$ cat src/assert_macros.svh
// Assertion macros shared by the RTL of the visibility grid binner.
// No dependencies; included by the files that carry concurrent assertions on i_clk and i_rst_n.
`ifndef ASSERT_MACROS_SVH
`define ASSERT_MACROS_SVH

// Checked at every rising edge of i_clk while reset is not asserted.
`define VGB_ASSERT(label, prop, msg) \
    label: assert property (@(posedge i_clk) disable iff (!i_rst_n) prop) else $error(msg);

// Checked at every rising edge of i_clk, reset included.
`define VGB_ASSERT_ALWAYS(label, prop, msg) \
    label: assert property (@(posedge i_clk) prop) else $error(msg);

`endif

$ cat src/vgb_pkg.sv
// Types and constants of the visibility grid binner.
// No dependencies; imported by every module and interface of the block.
package vgb_pkg;

    localparam int GRID_DIM    = 256;
    localparam int TILE_SIZE   = 16;
    localparam int OVERSAMPLE  = 8;
    localparam int COUNT_WIDTH = 16;

    localparam int COORD_W = 32;
    localparam int AMP_W   = 32;
    localparam int SCALE_W = 16;
    localparam int FRAC_W  = 32;
    localparam int PROD_W  = COORD_W + SCALE_W;
    localparam int GRID_W  = $clog2(GRID_DIM);
    localparam int TILE_W  = $clog2(TILE_SIZE);
    localparam int OVER_W  = $clog2(OVERSAMPLE);
    localparam int ADDR_W  = 2 * GRID_W;

    localparam logic [SCALE_W-1:0] SCALE_RESET = 16'd6554;

    typedef struct packed {
        logic              in_range;
        logic [GRID_W-1:0] pos;
        logic [OVER_W-1:0] over;
    } t_axis;

    typedef struct packed {
        logic signed [AMP_W-1:0] re;
        logic signed [AMP_W-1:0] im;
    } t_amp;

    typedef struct packed {
        logic                    in_bound;
        logic [GRID_W-1:0]       grid_u;
        logic [GRID_W-1:0]       grid_v;
        logic [OVER_W-1:0]       over_u;
        logic [OVER_W-1:0]       over_v;
        logic [TILE_W-1:0]       bin_x;
        logic [TILE_W-1:0]       bin_y;
        logic [GRID_W-TILE_W-1:0] tile_x;
        logic [GRID_W-TILE_W-1:0] tile_y;
        logic [COUNT_WIDTH-1:0]  hit_count;
        logic signed [AMP_W-1:0] out_real;
        logic signed [AMP_W-1:0] out_imag;
    } t_result;

endpackage

$ cat src/vgb_coord_map.sv
// One axis of the coordinate mapping: registered scale multiply, then a
// registered floor, center offset, bound check and oversample index. Depends on vgb_pkg.
module vgb_coord_map import vgb_pkg::*; (
    input  logic                      i_clk,
    input  logic                      i_en,
    input  logic signed [COORD_W-1:0] i_coord,
    input  logic [SCALE_W-1:0]        i_scale,
    output t_axis                     o_axis
);

    logic signed [PROD_W:0]   full_prod;
    logic signed [PROD_W-1:0] r_prod;
    logic [PROD_W-FRAC_W-GRID_W:0] whole_hi;
    t_axis n_axis;
    t_axis r_axis;

    assign full_prod = i_coord * $signed({1'b0, i_scale});

    always_ff @(posedge i_clk) begin
        if (i_en) begin
            r_prod <= full_prod[PROD_W-1:0];
            r_axis <= n_axis;
        end
    end

    // The floor of the product is its upper part; adding half the grid flips the cell's top bit.
    assign whole_hi = r_prod[PROD_W-1:FRAC_W+GRID_W-1];

    always_comb begin
        n_axis.in_range = (&whole_hi) || (~|whole_hi);
        n_axis.pos      = {~r_prod[FRAC_W+GRID_W-1], r_prod[FRAC_W+GRID_W-2:FRAC_W]};
        n_axis.over     = r_prod[FRAC_W-1:FRAC_W-OVER_W];
    end

    assign o_axis = r_axis;

endmodule

$ cat config.mk
export PLATFORM = sky130hd
export DESIGN_NAME = vgb_coord_map
export DESIGN_NICKNAME = d
export VERILOG_FILES = /design/src/assert_macros.svh /design/src/vgb_pkg.sv /design/src/vgb_coord_map.sv
export SDC_FILE = /design/constraint.sdc
export NUM_CORES = 1
export LEC_CHECK = 0
export BUFFER_PORTS_ARGS = -buffer_cell sky130_fd_sc_hd__clkbuf_2
export CELL_PAD_IN_SITES_DETAIL_PLACEMENT = 1
export CELL_PAD_IN_SITES_GLOBAL_PLACEMENT = 2
export CORE_MARGIN = 5
export CORE_UTILIZATION = 42
export DETAILED_ROUTE_END_ITERATION = 10
export PLACE_DENSITY = 0.95
export SLEW_MARGIN = 10
export SYNTH_ARGS = -nofsm -noshare
export SYNTH_HDL_FRONTEND = slang
export SYNTH_SLANG_ARGS = --single-unit
$ cat constraint.sdc
create_clock -name i_clk -period 8.5 [get_ports i_clk]
set_input_delay 0.425 -clock i_clk [delete_from_list [all_inputs] [get_ports i_clk]]
set_output_delay 0.425 -clock i_clk [all_outputs]
set_load 0.03 [all_outputs]
## Word-level counts from Yosys, hierarchy flattened

Index checks and enable logic that the tools add are counted.

| storage, ports and cells | value |
|---|---|
| bits in registers | 60 |
| bits of input ports | 50 |
| output and inout port bits | 12 |
| word-level logic and storage cells | 10 |

| operators by class | value |
|---|---|
| multipliers | 1 |
| bitwise logic cells | 1 |
| reduce and logical (&&, ||, !) cells | 4 |

Operators with widths:

| kind | count |
|---|---|
| 32-bit by 17-bit multiplier with 48-bit output | 1 |
| 9-bit AND reduction | 1 |
| 9-bit OR reduction | 1 |
| 1-bit zero test | 1 |
| 1-bit logical OR | 1 |
| 1-bit inverter | 1 |

## Depth between registers and ports, before layout

| depth | value |
|---|---|
| depth after elaboration | 3 |
| mapped depth | 22 |

## Worst setup path before layout

Ideal clock, no wire load.

| timing | value |
|---|---|
| kind | input port to flip-flop |
| start point | in i_coord[31] |
| end point | reg r_prod[45], data pin |
| data arrival time | 6.164 ns |
| path slack | 2.070 ns |
| stages on the path | 19 |
| path buffers | 1 |
| cells stage by stage | clkbuf_1 -> nand2_1 -> fa_1 -> inv_1 -> fa_1 -> fa_1 -> fa_1 -> fa_1 -> inv_1 -> fa_1 -> inv_1 -> ha_1 -> and2_2 -> nand3_4 -> or4_1 -> a211o_1 -> o211a_2 -> o31a_1 -> or3_1 |

| between the ends | value |
|---|---|
| cells in the longest elaborated chain, start to end | 1 |

Ends and longest elaborated chain:

| element | RTL line | RTL |
|---|---|---|
| start: declaration | vgb_coord_map.sv:6 | `input logic signed [COORD_W-1:0] i_coord,` |
| 32-bit by 17-bit multiplier with 48-bit output | vgb_coord_map.sv:17 | `assign full_prod = i_coord * $signed({1'b0, i_scale});` |
| net full_prod[45] | vgb_coord_map.sv:11 | `logic signed [PROD_W:0] full_prod;` |
| end signal: assignment | vgb_coord_map.sv:21 | `r_prod <= full_prod[PROD_W-1:0];` |
| end: declaration | vgb_coord_map.sv:12 | `logic signed [PROD_W-1:0] r_prod;` |

The timed path passes the listed nets, and every way through them passes these cells.
A chain may end at the register's enable or synchronous reset.

## Final worst setup path

| timing | value |
|---|---|
| start point | in i_scale[3] |
| end point | reg r_prod[40], data pin |

| between the ends | value |
|---|---|
| cells in the longest elaborated chain, start to end | 1 |

Ends and longest elaborated chain:

| element | RTL line | RTL |
|---|---|---|
| start: declaration | vgb_coord_map.sv:7 | `input logic [SCALE_W-1:0] i_scale,` |
| 32-bit by 17-bit multiplier with 48-bit output | vgb_coord_map.sv:17 |  |
| net full_prod[40] | vgb_coord_map.sv:11 |  |

The timed path passes the listed nets, and every way through them passes these cells.

==> insert_results.sql <==
INSERT INTO impl_metrics (metric_group, metric, value, unit) VALUES
('clock_network', 'clock_latency', '270', 'ps'),
('synth', 'muxShareOfSynthArea', '0.120', '%'),
('synth', 'synth_enable_flop_cells', '31', ''),
('clock_network', 'cts_repair_resize_count', '0', ''),
('floorplan', 'die-width', '221', 'um'),
('synth', 'synthDominantAreaCellType', 'fa_1', ''),
('sta', 'fin_worst_skew', '1.17', 'ps'),
('floorplan', 'initial_utilization', '42.4', '%'),
('setup_path', 'crit_arrival', '7250', 'ps'),
('finish', 'n_antenna_cell', '0', ''),
('clock_network', 'clock_sink_count', '31', ''),
('sta', 'maxSlewHeadroom', '33.5', '%'),
('synth', 'register_bit_total_from_synthesis', '31', ''),
('finish', 'final_net_count', '2698', ''),
('finish', 'layout_cells_sized_above_1', '4.33', '%'),
('synth', 'yosys.area_share.adder', '58.9', '%'),
('synth', 'syn_inst', '2071', ''),
('synth', 'seq_area_frac_synth', '4.96', '%'),
('clock_network', 'worst_setup_hold_path_clk_slew', '50', 'ps'),
('route', 'drt_pre_antenna_iters', '4', ''),
('synth', 'simple_gate_area_share_of_the_yosys_netlist', '16.7', '%'),
('synth', 'synth.lib_cells_used.distinct', '63', ''),
('sta', 'final-max-slew-violation-count', '0', ''),
('sta', 'maximum_frequency_from_static_timing_analysis', '138', 'MHz'),
('synth', 'async_reset_ff_share', '0', '%'),
('global_route', 'grt_pass1_wl', '87.4', 'mm'),
('synth', 'synthesis.yosys.warnings', '0', ''),
('outcome', 'run_status', 'finished, final reports clean', ''),
('floorplan', 'die_area', '49000', 'um2'),
('setup_path', 'critPathLaunchType', 'primary input', ''),
('route', 'drt_wl_total', '52.1', 'mm'),
('run', 'number_of_max_capacitance_violations_reported', '0', ''),
('floorplan', 'core_area', '44200', 'um2'),
('route', 'route.vias.total', '13736', ''),
('clock_network', 'ctsHtreeMaxLevel', '2', ''),
('setup_path', 'cp_data_required_time', '8510', 'ps'),
('min_path', 'hold_path.class', 'reg -> reg', ''),
('synth', 'top_post_synthesis_cells_by_area', 'fa_1, inv_1, and2_1', ''),
('clock_network', 'tritoncts.num_buffers', '5', ''),
('sta', 'finalHoldViolations', '0', ''),
('synth', 'synth_nets', '2715', ''),
('setup_path', 'crit_path_cell_trace', 'clkbuf_2 -> nand2_1 -> fa_1 -> fa_1 -> fa_1 -> inv_1 -> fa_1 -> fa_1 -> inv_1 -> fa_1 -> inv_1 -> ha_1 -> nand2_1 -> nor3_1 -> nand3b_1 -> o311ai_0 -> o31ai_1 -> o21ai_0 -> xor2_1', ''),
('global_route', 'grt-ovfl-total', '0', ''),
('setup_path', 'critical_setup_path_class', 'in -> reg', ''),
('route', 'drc_violation_count_after_routing', '0', ''),
('clock_network', 'cts_root_buf', 'clkbuf_16', ''),
('sta', 'grt_setup_unrepaired', 'false', ''),
('synth', 'largest_family_of_logic_cells_by_synthesized_area', 'adder cells', ''),
('setup_path', 'cp_top_family', 'adder cells', ''),
('sta', 'fin_crit', '7240', 'ps'),
('setup_path', 'critPathMaxFanout', '32', ''),
('sta', 'tightest_pin_transition', '997', 'ps'),
('route', 'drt-vias-per-instance', '5.19', ''),
('finish', 'synthToLayoutAreaGrowth', '4.70', '%'),
('sta', 'report.final.setup_viol', '0', ''),
('finish', 'most_frequent_standard_cell_in_the_layout_excluding_fill_and_tap_cells', 'inv_1', ''),
('floorplan', 'placement_rows', '77', ''),
('place', 'dpl_wire_length', '43.7', 'mm'),
('global_route', 'maximum_number_of_pins_on_one_net_before_global_route_repair', '33', ''),
('synth', 'synthDominantCellAreaShare', '51.5', '%'),
('route', 'drtAntennaViolNets', '0', ''),
('finish', 'layout.cells.most_common_list', 'inv_1, fa_1, nand2_1', ''),
('synth', 'yosys.area_share.xor_xnor', '1.07', '%'),
('clock_network', 'cts_hold_repair.buffers', '0', ''),
('route', 'detail_route.wl_per_cell', '19.7', 'um'),
('clock_network', 'tritoncts', 'yes', ''),
('synth', 'synth_compound_gate_area_share', '5.29', '%'),
('setup_path', 'worst_setup_path_end_kind', 'flop', ''),
('global_route', 'grt.total_usage', '22.0', '%'),
('global_route', 'grt_antenna_before_repair', '0', ''),
('clock_network', 'cts_buffer_depth', '2', '');
-- Yosys cell counts (3+ instances only) --
cell type  count
o21ai_0       22
nor2b_1        4
edfxtp_1      31
a31oi_1        5
a21oi_1       44
nand2_1      314
xnor2_1       14
ha_1         112
o21bai_1       7
and3_1         6
a211oi_1       7
buf_4          4
xor2_1         9
nand3_1       14
clkbuf_1      82
and2_1       226
o2111ai_1      3
fa_1         482
nor4_1         3
nor3_1        10
nor2_1        20
inv_1        554
a21o_2         3
a21o_1        24
a221oi_1       3
o31ai_1        6
or2_2          3
nand4_1       10
a311oi_1       3
-- registers in the layout, indices dropped and copies added, names as in the netlist --
register,flops
r_prod,19
o_axis,12
-- cell families (layout without fill, tap and decap cells) --
group                    after synthesis  in the layout
buffers and inverters                641            625
AND/OR/NAND/NOR                      631            631
AO/OA/AOI/OAI                        149            149
XOR/XNOR                              23             23
flip-flops                            31             31
multiplexers                           2              2
adder cells (fa/ha/maj)              594            594
-- metrics by stage --
| step | instances | util, % | hold WS [ps] | instance area (um2) | setup WS (ps) |
|---|---|---|---|---|---|
| 2_1_floorplan | 2071 | - | 400 | 18700 | 2070 |
| 3_3_place_gp | 2639 | 44.0 | 408 | 19500 | 1220 |
| 3_5_place_dp | 2639 | 44.0 | 413 | 19500 | 1060 |
| 4_1_cts | 2647 | 44.4 | 430 | 19600 | 1330 |
| 5_1_grt | 2647 | 44.4 | 440 | 19600 | 934 |
| 6_report | 2647 | 44.4 | 426 | 19600 | 1260 |
-- layer usage --
layer  vias to the layer above  share of wire [%]  global-route usage, %  routed length, um
met3                       120                3.0                   1.59               1540
met1                      7321                 40                   26.9              20900
met4                         0                3.5                   6.58               1820
li1                       5992                  -                      -                  -
met5                         -                  0                      0                  0
met2                       303                 53                   41.4              27800
-- layout make-up --
type                    count  area [um2]  share of cell area (%)
clock buffers               5         125                   0.637
clock inverters             3        38.8                   0.198
inverters                 554        2080                    10.6
multi-input cells        1399       15400                    78.4
flip-flops and latches     31         931                    4.74
well taps                 592         741                    3.77
repair buffers             63         320                    1.63
-- worst paths after layout --
path                                  from    endpoint  slack (ps)  cells after the start
worst min register to register  r_prod[32]   o_axis[3]         430                      0
worst max register to register  r_prod[41]  o_axis[11]        7280                      3
worst max-delay path            i_scale[3]  r_prod[40]        1260                     19
worst min-delay path            r_prod[32]   o_axis[3]         430                      0
Power is left out: the tool's default activity adds up to more than one toggle a clock period on the data nets, which glitch-free logic cannot reach.
